--- config.mk ---
export PLATFORM = sky130hd
export DESIGN_NAME = quadtree_image_stream_decoder_flat
export DESIGN_NICKNAME = d
export VERILOG_FILES = /design/src/hw/rtl/qisd_pkg.sv /design/src/hw/rtl/qisd_if.sv /design/src/hw/rtl/qisd_unwind.sv /design/src/hw/rtl/qisd_core.sv /design/src/hw/rtl/qisd_out_reg.sv /design/src/hw/rtl/quadtree_image_stream_decoder.sv /design/src/flat_wrapper.sv
export SDC_FILE = /design/constraint.sdc
export NUM_CORES = 1
export LEC_CHECK = 0
export ABC_CLOCK_PERIOD_IN_PS = 3920
export BUFFER_PORTS_ARGS = -buffer_cell sky130_fd_sc_hd__buf_4
export CAP_MARGIN = 20
export CORE_ASPECT_RATIO = 0.8
export CORE_UTILIZATION = 53
export CTS_CLUSTER_SIZE = 12
export DETAILED_ROUTE_END_ITERATION = 6
export GPL_TIMING_DRIVEN = 0
export PLACE_DENSITY_LB_ADDON = 0.05
export SETUP_SLACK_MARGIN = 0.5
export SYNTH_ARGS = -nofsm -noshare
export SYNTH_HDL_FRONTEND = slang
export SYNTH_SLANG_ARGS = --single-unit
--- constraint.sdc ---
create_clock -name clk -period 3.92 [get_ports clk]
set_input_delay 0.196 -clock clk [delete_from_list [all_inputs] [get_ports clk]]
set_output_delay 0.196 -clock clk [all_outputs]
set_load 0.02 [all_outputs]
--- src/hw/rtl/qisd_pkg.sv ---
package qisd_pkg;

  // Deepest supported image: side 2^MAX_LOG2
  localparam int MAX_LOG2    = 10;
  localparam int LOG_W       = 4;                 // holds 0..MAX_LOG2
  localparam int STK_DEPTH   = MAX_LOG2;          // one quadrant per tree level
  localparam int STK_IDX_W   = $clog2(STK_DEPTH);
  localparam int POS_W       = 10;
  localparam int SIDE_W      = 11;

  // Stream tags
  localparam logic [7:0] TAG_LEAF  = 8'h30;
  localparam logic [7:0] TAG_SPLIT = 8'h31;

  // Result kinds
  localparam logic [1:0] KIND_FILL     = 2'd0;
  localparam logic [1:0] KIND_UNKNOWN  = 2'd1;
  localparam logic [1:0] KIND_SPLIT1   = 2'd2;
  localparam logic [1:0] KIND_CLAMPED  = 2'd3;

  // Quadrant codes, visited in this order
  localparam logic [1:0] QUAD_NW = 2'd0;
  localparam logic [1:0] QUAD_NE = 2'd1;
  localparam logic [1:0] QUAD_SW = 2'd2;
  localparam logic [1:0] QUAD_SE = 2'd3;

  typedef enum logic [1:0] {
    PH_HEADER = 2'd0,
    PH_TAG    = 2'd1,
    PH_COLOUR = 2'd2
  } phase_t;

  typedef logic [1:0] quad_t;

  typedef struct packed {
    logic [1:0]        kind;
    logic [POS_W-1:0]  pos_x;
    logic [POS_W-1:0]  pos_y;
    logic [SIDE_W-1:0] square_side;
    logic [7:0]        red;
    logic [7:0]        green;
    logic [7:0]        blue;
    logic [7:0]        alpha;
    logic              image_done;
  } result_t;

  // Outcome of moving to the next node in preorder
  typedef struct packed {
    logic                 done;    // whole tree finished
    logic [STK_IDX_W-1:0] idx;     // stack entry that advances
    logic [LOG_W-1:0]     level;   // new tree level
    quad_t                quad;    // new quadrant at that level
    logic [POS_W-1:0]     x;
    logic [POS_W-1:0]     y;
  } unwind_t;

endpackage

--- src/hw/rtl/qisd_if.sv ---
// Compressed byte stream channel
interface qisd_in_if;
  logic       valid;
  logic       ready;
  logic [7:0] byte_in;

  modport source (output valid, output byte_in, input ready);
  modport sink   (input valid, input byte_in, output ready);
endinterface

// Decoded command channel
interface qisd_out_if;
  logic                            valid;
  logic                            ready;
  logic [1:0]                      kind;
  logic [qisd_pkg::POS_W-1:0]      pos_x;
  logic [qisd_pkg::POS_W-1:0]      pos_y;
  logic [qisd_pkg::SIDE_W-1:0]     square_side;
  logic [7:0]                      red;
  logic [7:0]                      green;
  logic [7:0]                      blue;
  logic [7:0]                      alpha;
  logic                            image_done;

  modport source (output valid, output kind, output pos_x, output pos_y,
                  output square_side, output red, output green, output blue,
                  output alpha, output image_done, input ready);
  modport sink   (input valid, input kind, input pos_x, input pos_y,
                  input square_side, input red, input green, input blue,
                  input alpha, input image_done, output ready);
endinterface

--- src/hw/rtl/qisd_unwind.sv ---
// Next-node search: pops finished levels (quadrant SE) and steps the
// deepest level that still has a quadrant left. Position bits below that
// level are cleared, then the level's own x and y bits are set to match the new quadrant.
module qisd_unwind (
  input  logic [qisd_pkg::LOG_W-1:0]  log_side,
  input  logic [qisd_pkg::LOG_W-1:0]  level,
  input  qisd_pkg::quad_t             stack [qisd_pkg::STK_DEPTH],
  input  logic [qisd_pkg::POS_W-1:0]  cur_x,
  input  logic [qisd_pkg::POS_W-1:0]  cur_y,
  output qisd_pkg::unwind_t           uw
);

  logic                              found;
  logic [qisd_pkg::STK_IDX_W-1:0]    sel;
  logic [qisd_pkg::LOG_W-1:0]        sel_level;
  logic [qisd_pkg::LOG_W-1:0]        sh;
  logic [qisd_pkg::POS_W-1:0]        bit_l;
  logic [qisd_pkg::POS_W-1:0]        x_clr;
  logic [qisd_pkg::POS_W-1:0]        y_clr;
  qisd_pkg::quad_t                   q;

  // Priority search: deepest live level whose quadrant is not the last
  always_comb begin
    found = 1'b0;
    sel   = '0;
    for (int i = 0; i < qisd_pkg::STK_DEPTH; i++) begin
      if ((qisd_pkg::LOG_W'(i) < level) && (stack[i] != qisd_pkg::QUAD_SE)) begin
        found = 1'b1;
        sel   = qisd_pkg::STK_IDX_W'(i);
      end
    end
  end

  assign sel_level = qisd_pkg::LOG_W'(sel) + qisd_pkg::LOG_W'(1);
  assign sh        = log_side - sel_level;
  assign bit_l     = qisd_pkg::POS_W'(1) << sh;
  assign x_clr     = cur_x & ~(bit_l - qisd_pkg::POS_W'(1));
  assign y_clr     = cur_y & ~(bit_l - qisd_pkg::POS_W'(1));
  assign q         = stack[sel];

  // Step to the next quadrant at the selected level
  always_comb begin
    uw.done  = !found;
    uw.idx   = sel;
    uw.level = sel_level;
    uw.quad  = q + 2'd1;
    uw.x     = x_clr;
    uw.y     = y_clr;
    unique case (q)
      qisd_pkg::QUAD_NW: uw.x = x_clr | bit_l;
      qisd_pkg::QUAD_NE: begin
        uw.x = x_clr & ~bit_l;
        uw.y = y_clr | bit_l;
      end
      qisd_pkg::QUAD_SW: begin
        uw.x = x_clr | bit_l;
        uw.y = y_clr | bit_l;
      end
      default: ;
    endcase
  end

endmodule

--- src/hw/rtl/qisd_core.sv ---
// Decoder state: header, tag and colour phases, walk position and the
// quadrant stack. One byte is consumed per accept.
module qisd_core (
  input  logic                 clk,
  input  logic                 rst_n,
  input  logic                 acc,
  input  logic [7:0]           byte_in,
  output logic                 res_vld,
  output qisd_pkg::result_t    res
);

  qisd_pkg::phase_t                 phase_r, phase_nxt;
  logic [1:0]                       cnt_r, cnt_nxt;
  logic [23:0]                      rgb_r, rgb_nxt;
  logic [qisd_pkg::LOG_W-1:0]       ils_r, ils_nxt;
  logic [qisd_pkg::LOG_W-1:0]       level_r, level_nxt;
  logic [qisd_pkg::POS_W-1:0]       x_r, x_nxt;
  logic [qisd_pkg::POS_W-1:0]       y_r, y_nxt;
  qisd_pkg::quad_t                  stack_r [qisd_pkg::STK_DEPTH];

  logic                             stk_we;
  logic [qisd_pkg::STK_IDX_W-1:0]   stk_idx;
  qisd_pkg::quad_t                  stk_wd;
  logic [qisd_pkg::SIDE_W-1:0]      side;
  qisd_pkg::unwind_t                uw;

  qisd_unwind u_unwind (
    .log_side (ils_r),
    .level    (level_r),
    .stack    (stack_r),
    .cur_x    (x_r),
    .cur_y    (y_r),
    .uw       (uw)
  );

  assign side = qisd_pkg::SIDE_W'(1) << (ils_r - level_r);

  // Step logic for one byte
  always_comb begin
    phase_nxt = phase_r;
    cnt_nxt   = cnt_r;
    rgb_nxt   = rgb_r;
    ils_nxt   = ils_r;
    level_nxt = level_r;
    x_nxt     = x_r;
    y_nxt     = y_r;
    stk_we    = 1'b0;
    stk_idx   = level_r[qisd_pkg::STK_IDX_W-1:0];
    stk_wd    = qisd_pkg::QUAD_NW;
    res_vld   = 1'b0;
    res       = '0;
    res.pos_x = x_r;
    res.pos_y = y_r;
    res.square_side = side;

    unique case (phase_r)
      qisd_pkg::PH_HEADER: begin
        level_nxt = '0;
        x_nxt     = '0;
        y_nxt     = '0;
        cnt_nxt   = '0;
        rgb_nxt   = '0;
        phase_nxt = qisd_pkg::PH_TAG;
        if (byte_in > 8'(qisd_pkg::MAX_LOG2)) begin
          ils_nxt         = qisd_pkg::LOG_W'(qisd_pkg::MAX_LOG2);
          res_vld         = 1'b1;
          res.kind        = qisd_pkg::KIND_CLAMPED;
          res.pos_x       = '0;
          res.pos_y       = '0;
          res.square_side = qisd_pkg::SIDE_W'(1) << qisd_pkg::MAX_LOG2;
        end else begin
          ils_nxt = byte_in[qisd_pkg::LOG_W-1:0];
        end
      end

      qisd_pkg::PH_COLOUR: begin
        if (cnt_r != 2'd3) begin
          rgb_nxt = {rgb_r[15:0], byte_in};
          cnt_nxt = cnt_r + 2'd1;
        end else begin
          cnt_nxt        = '0;
          phase_nxt      = qisd_pkg::PH_TAG;
          res_vld        = 1'b1;
          res.kind       = qisd_pkg::KIND_FILL;
          res.red        = rgb_r[23:16];
          res.green      = rgb_r[15:8];
          res.blue       = rgb_r[7:0];
          res.alpha      = byte_in;
          res.image_done = uw.done;
        end
      end

      default: begin
        phase_nxt = qisd_pkg::PH_TAG;
        if (byte_in == qisd_pkg::TAG_LEAF) begin
          phase_nxt = qisd_pkg::PH_COLOUR;
          cnt_nxt   = '0;
          rgb_nxt   = '0;
        end else if (byte_in == qisd_pkg::TAG_SPLIT && level_r < ils_r) begin
          // descend into the NW quadrant
          level_nxt = level_r + qisd_pkg::LOG_W'(1);
          stk_we    = 1'b1;
        end else begin
          res_vld        = 1'b1;
          res.kind       = (byte_in == qisd_pkg::TAG_SPLIT) ? qisd_pkg::KIND_SPLIT1
                                                            : qisd_pkg::KIND_UNKNOWN;
          res.image_done = uw.done;
        end
      end
    endcase

    // Leaving a finished node: next node in preorder, or end of tree
    if (res_vld && phase_r != qisd_pkg::PH_HEADER) begin
      if (uw.done) begin
        phase_nxt = qisd_pkg::PH_HEADER;
      end else begin
        level_nxt = uw.level;
        x_nxt     = uw.x;
        y_nxt     = uw.y;
        stk_we    = 1'b1;
        stk_idx   = uw.idx;
        stk_wd    = uw.quad;
      end
    end
  end

  // Control state
  always_ff @(posedge clk) begin
    if (!rst_n) begin
      phase_r <= qisd_pkg::PH_HEADER;
      cnt_r   <= '0;
      rgb_r   <= '0;
      ils_r   <= '0;
      level_r <= '0;
      x_r     <= '0;
      y_r     <= '0;
    end else if (acc) begin
      phase_r <= phase_nxt;
      cnt_r   <= cnt_nxt;
      rgb_r   <= rgb_nxt;
      ils_r   <= ils_nxt;
      level_r <= level_nxt;
      x_r     <= x_nxt;
      y_r     <= y_nxt;
    end
  end

  // Quadrant stack; entries above the current level are never read
  always_ff @(posedge clk) begin
    if (acc && stk_we) begin
      stack_r[stk_idx] <= stk_wd;
    end
  end

  a_level_in_image: assert property (@(posedge clk) disable iff (!rst_n)
    level_r <= ils_r)
    else $error("tree level deeper than image");

  a_log_clamped: assert property (@(posedge clk) disable iff (!rst_n)
    ils_r <= qisd_pkg::LOG_W'(qisd_pkg::MAX_LOG2))
    else $error("image log side above maximum");

  a_done_to_header: assert property (@(posedge clk) disable iff (!rst_n)
    (acc && res_vld && res.image_done) |=> phase_r == qisd_pkg::PH_HEADER)
    else $error("tree finished but header not expected");

  a_header_resets_walk: assert property (@(posedge clk) disable iff (!rst_n)
    (acc && phase_r == qisd_pkg::PH_HEADER) |=>
      (level_r == '0 && x_r == '0 && y_r == '0))
    else $error("walk not restarted after header");

endmodule

--- src/hw/rtl/qisd_out_reg.sv ---
// Result register: holds one command until the sink takes it; the
// upstream side keeps flowing while the register drains in the same cycle.
module qisd_out_reg (
  input  logic                clk,
  input  logic                rst_n,
  input  logic                load,
  input  qisd_pkg::result_t   res,
  output logic                up_ready,
  qisd_out_if.source          out_ch
);

  logic              vld_r;
  qisd_pkg::result_t data_r;

  assign up_ready = !vld_r || out_ch.ready;

  always_ff @(posedge clk) begin
    if (!rst_n) begin
      vld_r <= 1'b0;
    end else if (load) begin
      vld_r <= 1'b1;
    end else if (out_ch.ready) begin
      vld_r <= 1'b0;
    end
  end

  always_ff @(posedge clk) begin
    if (load) begin
      data_r <= res;
    end
  end

  assign out_ch.valid       = vld_r;
  assign out_ch.kind        = data_r.kind;
  assign out_ch.pos_x       = data_r.pos_x;
  assign out_ch.pos_y       = data_r.pos_y;
  assign out_ch.square_side = data_r.square_side;
  assign out_ch.red         = data_r.red;
  assign out_ch.green       = data_r.green;
  assign out_ch.blue        = data_r.blue;
  assign out_ch.alpha       = data_r.alpha;
  assign out_ch.image_done  = data_r.image_done;

endmodule

--- src/hw/rtl/quadtree_image_stream_decoder.sv ---
// Quadtree image stream decoder.
// in_ch carries the compressed stream one byte per item: a header byte with
// log2 of the image side, then the preorder tree (tag 0x31 split, tag 0x30
// followed by R,G,B,A, any other tag skipped). out_ch carries one command
// per finished square: fill, unknown tag, split at side one, or clamped
// header; image_done marks the command that closes the tree, after which
// the next byte is taken as a new header.
// Throughput: one byte per cycle while the receiver keeps up, with or without a result.
// A result is registered and on out_ch in the cycle after the byte that
// causes it. The next-node search is a combinational priority pick over
// the ten quadrant stack levels.
// Reset (rst_n low, synchronous) empties the result register and leaves the
// decoder expecting a header byte.
// When the receiver stalls, the held result stays on out_ch and in_ch.ready
// drops until that result is taken; a result taken in a cycle lets a new
// byte in during the same cycle.
module quadtree_image_stream_decoder (
  input  logic          clk,
  input  logic          rst_n,
  qisd_in_if.sink       in_ch,
  qisd_out_if.source    out_ch
);

  logic              acc;
  logic              up_ready;
  logic              res_vld;
  qisd_pkg::result_t res;

  assign in_ch.ready = up_ready;
  assign acc         = in_ch.valid && up_ready;

  qisd_core u_core (
    .clk     (clk),
    .rst_n   (rst_n),
    .acc     (acc),
    .byte_in (in_ch.byte_in),
    .res_vld (res_vld),
    .res     (res)
  );

  qisd_out_reg u_out_reg (
    .clk      (clk),
    .rst_n    (rst_n),
    .load     (acc && res_vld),
    .res      (res),
    .up_ready (up_ready),
    .out_ch   (out_ch)
  );

endmodule
--- src/flat_wrapper.sv ---
// flat-port wrapper written by rule: the top's interface ports become plain ports
module quadtree_image_stream_decoder_flat 
  (clk, rst_n, in_ch_valid, in_ch_byte_in, in_ch_ready, out_ch_valid, out_ch_kind, out_ch_pos_x, out_ch_pos_y, out_ch_square_side, out_ch_red, out_ch_green, out_ch_blue, out_ch_alpha, out_ch_image_done, out_ch_ready);
  qisd_in_if in_ch_i ();
  qisd_out_if out_ch_i ();
  input  logic clk;
  input  logic rst_n;
  input wire logic [$bits(in_ch_i.valid)-1:0] in_ch_valid;
  input wire logic [$bits(in_ch_i.byte_in)-1:0] in_ch_byte_in;
  output wire logic [$bits(in_ch_i.ready)-1:0] in_ch_ready;
  output wire logic [$bits(out_ch_i.valid)-1:0] out_ch_valid;
  output wire logic [$bits(out_ch_i.kind)-1:0] out_ch_kind;
  output wire logic [$bits(out_ch_i.pos_x)-1:0] out_ch_pos_x;
  output wire logic [$bits(out_ch_i.pos_y)-1:0] out_ch_pos_y;
  output wire logic [$bits(out_ch_i.square_side)-1:0] out_ch_square_side;
  output wire logic [$bits(out_ch_i.red)-1:0] out_ch_red;
  output wire logic [$bits(out_ch_i.green)-1:0] out_ch_green;
  output wire logic [$bits(out_ch_i.blue)-1:0] out_ch_blue;
  output wire logic [$bits(out_ch_i.alpha)-1:0] out_ch_alpha;
  output wire logic [$bits(out_ch_i.image_done)-1:0] out_ch_image_done;
  input wire logic [$bits(out_ch_i.ready)-1:0] out_ch_ready;
  assign in_ch_i.valid = in_ch_valid;
  assign in_ch_i.byte_in = in_ch_byte_in;
  assign in_ch_ready = in_ch_i.ready;
  assign out_ch_valid = out_ch_i.valid;
  assign out_ch_kind = out_ch_i.kind;
  assign out_ch_pos_x = out_ch_i.pos_x;
  assign out_ch_pos_y = out_ch_i.pos_y;
  assign out_ch_square_side = out_ch_i.square_side;
  assign out_ch_red = out_ch_i.red;
  assign out_ch_green = out_ch_i.green;
  assign out_ch_blue = out_ch_i.blue;
  assign out_ch_alpha = out_ch_i.alpha;
  assign out_ch_image_done = out_ch_i.image_done;
  assign out_ch_i.ready = out_ch_ready;
  quadtree_image_stream_decoder u_core (.clk(clk), .rst_n(rst_n), .in_ch(in_ch_i), .out_ch(out_ch_i));
endmodule
Word level (Yosys, flattened, before mapping)

Cells that the tools add are included.

Input port bits: 12
Word-level logic and storage cells: 185
Register bits after elaboration: 143

$add $sub $neg: 7
Reductions and logical operators: 31
Magnitude comparators: 15
Multiplexer cells: 76
Shift operators: 2
Bitwise operators: 10
Equal/unequal tests: 17

Operator list:

| operator                | count |
|---|---|
| $mux W10                | 7 |
| $mux W24                | 2 |
| $pmux W24 S2            | 1 |
| $mux W4                 | 9 |
| $mux W33                | 1 |
| $mux W2                 | 16 |
| $mux W31                | 1 |
| $and A10 B10 Y10        | 3 |
| $mux W1                 | 25 |
| $ne A2 B2 Y1 const B    | 12 |
| $bwmux W20              | 1 |
| $not A10 Y10            | 2 |
| $or A10 B10 Y10         | 2 |
| $pmux W10 S2            | 1 |
| $eq A8 B6 Y1 const B    | 2 |
| $logic_and A1 B1 Y1     | 16 |
| $lt A3 B4 Y1 const A    | 4 |
| $mux W3                 | 4 |
| $pmux W2 S2             | 3 |
| $shl A1 B4 Y11 const A  | 1 |
| $ge A5 B5 Y1 const B    | 2 |
| $not A4 Y5              | 2 |
| $shl A1 B4 Y10 const A  | 1 |
| $sub A10 B1 Y10 const B | 1 |
| 24 further kinds        | 39 |

Logic depth before layout (Yosys ltp)

Word-level depth: 21
Mapped depth: 21
Gate-level depth less buffers: 20

By module

A second synthesis with hierarchy kept.

Cells, all modules: 686
Area total of the unflattened synthesis: 7344.5 µm²

Modules (own cells, without submodules):

| module                        | times used | cells an instance | seq. area each (µm²) | area each (µm²) |
|---|---|---|---|---|
| qisd_core                     | 1          | 383               | 1721.7               | 3662.3 |
| qisd_out_reg                  | 1          | 70                | 2001.9               | 2030.7 |
| qisd_unwind                   | 1          | 231               | 0.0                  | 1639.1 |
| quadtree_image_stream_decoder | 1          | 2                 | 0.0                  | 12.5 |

Worst setup path before layout

No wires, ideal clock.

Path type: reg2reg
Start: register u_core.u_core.level_r[1] (netlist name)
End: register u_core.u_core.x_r[4] (netlist name)
Stages on the path, launching flop included: 19
Path slack: -0.424 ns
Arrival: 4.220 ns
Period minus slack after synthesis: 4.344 ns
Library setup time: 0.124 ns
Cells stage by stage: dfxtp_1 inv_1 ha_1 nor2b_1 o21ai_2 a31oi_1 nor2_1 ha_1 fa_1 clkbuf_1 inv_1 nor2_1 nand2_2 ha_1 inv_1 a311oi_2 or3_1 a32oi_1 o31ai_1

Word-level cells in the longest chain between the ends: 21
Elaborated cells between the ends (all ways): 65
Classes of those cells: add/sub: 3; order compare: 11; eq/ne: 2; shift: 1; mux: 28; bitwise: 6; reduce/logical: 14

RTL lines:

| what                                                | line                                                    | text |
|---|---|---|
| start: declaration                                  | qisd_core.sv:16                                         | `logic [qisd_pkg::LOG_W-1:0] level_r, level_nxt;` |
| start signal: assignment                            | qisd_core.sv:142                                        | `level_r <= level_nxt;` |
| $lt A1 B4 Y1                                        | qisd_unwind.sv:27                                       | `if ((qisd_pkg::LOG_W'(i) < level) && (stack[i] != qisd_pkg::QUAD_SE)) begin` |
| $logic_and A1 B1 Y1                                 | qisd_unwind.sv:27                                       |  |
| $mux W1                                             | qisd_unwind.sv:27                                       |  |
| $mux W2 (2 in series)                               | qisd_unwind.sv:27                                       |  |
| $mux W3 (4 in series)                               | qisd_unwind.sv:27                                       |  |
| $mux W4 (2 in series)                               | qisd_unwind.sv:27                                       |  |
| $add A4 B1 Y4                                       | qisd_unwind.sv:34                                       | `assign sel_level = qisd_pkg::LOG_W'(sel) + qisd_pkg::LOG_W'(1);` |
| $sub A4 B4 Y4                                       | qisd_unwind.sv:35                                       | `assign sh = log_side - sel_level;` |
| $shl A1 B4 Y10                                      | qisd_unwind.sv:36                                       | `assign bit_l = qisd_pkg::POS_W'(1) << sh;` |
| $sub A10 B1 Y10                                     | qisd_unwind.sv:37                                       | `assign x_clr = cur_x & ~(bit_l - qisd_pkg::POS_W'(1));` |
| $not A10 Y10                                        | qisd_unwind.sv:37                                       |  |
| $and A10 B10 Y10                                    | qisd_unwind.sv:37                                       |  |
| $or A10 B10 Y10 or $and A10 B10 Y10 (tied branches) | qisd_unwind.sv:50, qisd_unwind.sv:56, qisd_unwind.sv:52 |  |
| $pmux W10 S2                                        | qisd_unwind.sv:49                                       | `unique case (q)` |
| $mux W10                                            | qisd_core.sv:114                                        | `if (uw.done) begin` |
| $mux W10 (*)                                        | qisd_core.sv:113                                        | `if (res_vld && phase_r != qisd_pkg::PH_HEADER) begin` |
| end signal: assignment                              | qisd_core.sv:143                                        | `x_r <= x_nxt;` |
| end: declaration                                    | qisd_core.sv:17                                         | `logic [qisd_pkg::POS_W-1:0] x_r, x_nxt;` |

Every way passes the cells marked *; elsewhere a longest branch is shown, timed or not. The select of a mux whose other input is x is not followed.
A chain may end at the register's enable or synchronous reset.

Final worst setup path

Start: register u_core.u_core.level_r[2] (netlist name)
End: register u_core.u_core.x_r[0] (netlist name)

Same word-level chain as after synthesis.

==> summary.txt <==
Status: complete, but fails checks
Failing checks: design-rule violations
GR Util All Layers: 29.9%
CTS clock-pin slew for the worst setup and hold paths: 60 ps
Cell Area, Placed: 0.00805 mm^2
Die width: 131 um
Initial Utilization: 54.7%
CP Capture Type: flop
Clock power share: 42.6%
Minimum clock period: 3910 ps
Top Family by Delay on Critical Path: simple AND/OR/NAND/NOR gates
Max-cap check violation count: 0
FF-to-FF End: u_core.u_core.x_r[0]
Internal: 0.00279 W
Top_reg_cell synth: edfxtp_1
Slowest cell delay on critical path: 390 ps
FF-to-FF path depth: 22
Post-synth ARST share: 0%
Global-route wire length before repair: 30.7 mm
Slowest-stage cell, CP: or3_4
Share of layout cells above drive strength 1: 32.9%
Final setup violation count: 0
Sequential share of power: 44.5%
Placer Congestion: 0.966
GRT Residual Overflow: 0
Syn_area_per_cell: 10.3 um^2
Cell Rows: 37
Critical Path Start Type: flop
Most frequent CP cell: buf_6
Initial antenna violation count: 0
Period utilization: 99.9%
Crit-path cells: buf_6 -> or3_4 -> a221oi_4 -> o221ai_2 -> nand2_1 -> buf_6 -> ha_4 -> inv_2 -> ha_4 -> a21oi_4 -> xnor2_4 -> nor3_4 -> buf_4 -> buf_6 -> buf_6 -> buf_6 -> buf_6 -> a21oi_4 -> buf_6 -> nor3_4 -> nand2_1 -> o32ai_2
Yosys warns: 0
Clk_skew: 11.8 ps
Drt wl/cell: 20.2 um
Worst Path Max Fanout: 10
Most frequent cells in the layout: buf_4, edfxtp_1, nor2_1, nand2_1, dfxtp_1
Area grow syn2layout: 33.0%
Non-filler cells, final: 1012
Final #Nets: 852
CP Data Arrival Time: 4250 ps
Final hold vios: 0
Number of I/O pins: 80
CTS Buffer Depth: 2
Cell area after layout: 0.00939 mm^2
Port-buffer cells: 78
Die area: 0.0138 mm^2
Residual DRC count: 3
Synth Instances: 685
Launching point of the worst reg2reg path: u_core.u_core.level_r[2]
Design Power: 0.00374 W
WHS Endpoint: u_core.u_core.rgb_r[7]
Hold slack: 48.6 ps
Final HPWL DP: 13.4 mm
Post-synth EDFFs: 86
Worst Path Buf+Inv: 9
Vias in the first global route: 5791
Hold Path Stages: 3
Final antenna-violating net count: 0
Insertion delay to the later sink of the worst-skew pair: 440 ps
Root buffer cell: clkbuf_16
Synthesized area: 0.00706 mm^2
Final WL: 20.4 mm
Slew Viols, Final: 0
HP Class: primary input to flop
Placed insts: 939
DR vias: 6170
Hold_buf cts: 0
FMAX: 255 MHz
Worst endpoint required time: 4260 ps
Core Area: 0.0129 mm^2
Worst vdd ir: 0.374 mV
P per Cell Area: 398 mW/mm^2
CTS Buf Count: 17
Flop2flop setup slack: 6 ps
Hold Crit Start: in_ch_byte_in[7]
TritonRoute pass-1 iters: 7
Number of DRC markers in iteration 0: 653
Most common cell after layout, fill and taps aside: buf_4
Comb power frac: 12.9%
Leak: 3.55 nW
Seq/Total Area, Yosys: 52.7%
Routed vias/inst: 6.10
CTS tree: built
Pin count of the biggest net entering global routing: 35
Switch Pwr: 0.000951 W
Rel. slew slack: 26.7%
# diodes: 0
RSZ-0062 raised after global routing: yes
Seq cells post-synth: 143
Worst-Margin Slew: 1100 ps
Critical path start-end classification: flop to flop
Mapped Nets: 713
Die Y: 105 um
Library cells used by synthesis: 89
H-tree depth: 4
CTS Sinks: 143
Sw Ratio: 25.4%
## layout make-up
cell class                 count  area, um^2
sequential                   143        3730
multi-input combinational    482        3580
fill                         914        3530
timing repair buffer         119         955
clock buffer                  23         500
tap                          175         219
buffer                        38         210
inverter                      22        96.3
clock inverter                 9        80.1
timing repair inverter         1        7.51
## stage by stage
stage | worst slack [ps] | TNS (ps) | util [%]
floorplan | 204 | 0 | -
global placement | -339 | -17270 | 62.2
detailed placement | -344 | -2100 | 62.3
CTS | 61.9 | 0 | 69.9
global route | -99.3 | -533 | 72.7
finish | 5.52 | 0 | 72.7
## registers in the layout, indices dropped and copies added, names as in the netlist, 8 cells and up
| signal | cells |
|---|---|
| u_core.u_core.y_r | 10 |
| u_core.u_out_reg.out_ch.red | 8 |
| u_core.u_out_reg.out_ch.blue | 8 |
| u_core.u_out_reg.out_ch.green | 8 |
| u_core.u_out_reg.out_ch.pos_x | 10 |
| u_core.u_out_reg.out_ch.square_side | 11 |
| u_core.u_core.x_r | 10 |
| u_core.u_core.stack_r | 20 |
| u_core.u_out_reg.out_ch.alpha | 8 |
| u_core.u_out_reg.out_ch.pos_y | 10 |
| u_core.u_core.rgb_r | 24 |
## tightest hold or removal path: stages
cell and delay [ps]:
buf_4 100, a22oi_1 70, nor2_1 80
## power by group through the flow
stage	Combinational [W]	Clock, W	Sequential, W
after floorplan	0.000179	0	0.00176
after global placement	0.000379	0	0.00170
after detailed placement	0.000386	0	0.00170
after CTS	0.000426	0.00159	0.00166
after global routing	0.000510	0.00166	0.00167
final	0.000483	0.00159	0.00166
## cell usage after synthesis, drive strengths merged (7+ instances only)
cell type   n  share of area (%)
a21o       14                1.5
a21oi      46                3.5
a221oi      7               0.96
a22oi      19                2.0
a32oi      10                1.2
and2       26                2.3
and3       34                3.0
buf         9               0.74
clkbuf     29                1.6
dfxtp      57                 16
edfxtp     86                 37
ha         14                2.5
inv        22                1.2
nand2      65                3.5
nand3      25                1.8
nor2       68                3.6
nor3       18                1.3
o211ai      7               0.74
o21ai      27                2.0
## metal layers
metal  wire, um  track usage, %  vias up
met4        448            10.0        0
met5          0               0        -
met1       8950            43.0     2967
li1           -               -     2834
met3       1730            7.36       43
met2       9320            43.9      326
## worst max-delay path by stage
stage,from,end,slack (ps),cells after the start
final,u_core.u_core.level_r[2],u_core.u_core.x_r[0],6,22
after global routing,u_core.u_core.level_r[2],u_core.u_core.x_r[0],-100,22
after CTS,u_core.u_core.level_r[1],u_core.u_core.x_r[4],60,21
after detailed placement,u_core.u_core.level_r[1],u_core.u_core.y_r[8],-340,20
after global placement,u_core.u_core.level_r[1],u_core.u_core.y_r[8],-340,20
after floorplan,u_core.u_core.level_r[1],u_core.u_core.x_r[4],200,19
## what timing repair did
item	in CTS	in global routing
pin swaps	23	26
cloned	1	0
setup buffers	31	9
endpoints found under the setup margin	126	76
resized for setup	40	76
## cell families (layout without fill, tap and decap cells)
group / after synthesis / after routing / synth area share [%]
flip-flops: 143 / 143 / 52.7
AND/OR/NAND/NOR: 274 / 274 / 19.5
adder cells (fa/ha/maj): 17 / 17 / 3.19
XOR/XNOR: 10 / 10 / 1.83
buffers and inverters: 60 / 212 / 3.53
AO/OA/AOI/OAI: 176 / 176 / 18.2
multiplexers: 5 / 5 / 0.975
Note: power is estimated with default switching activity, not from simulation.
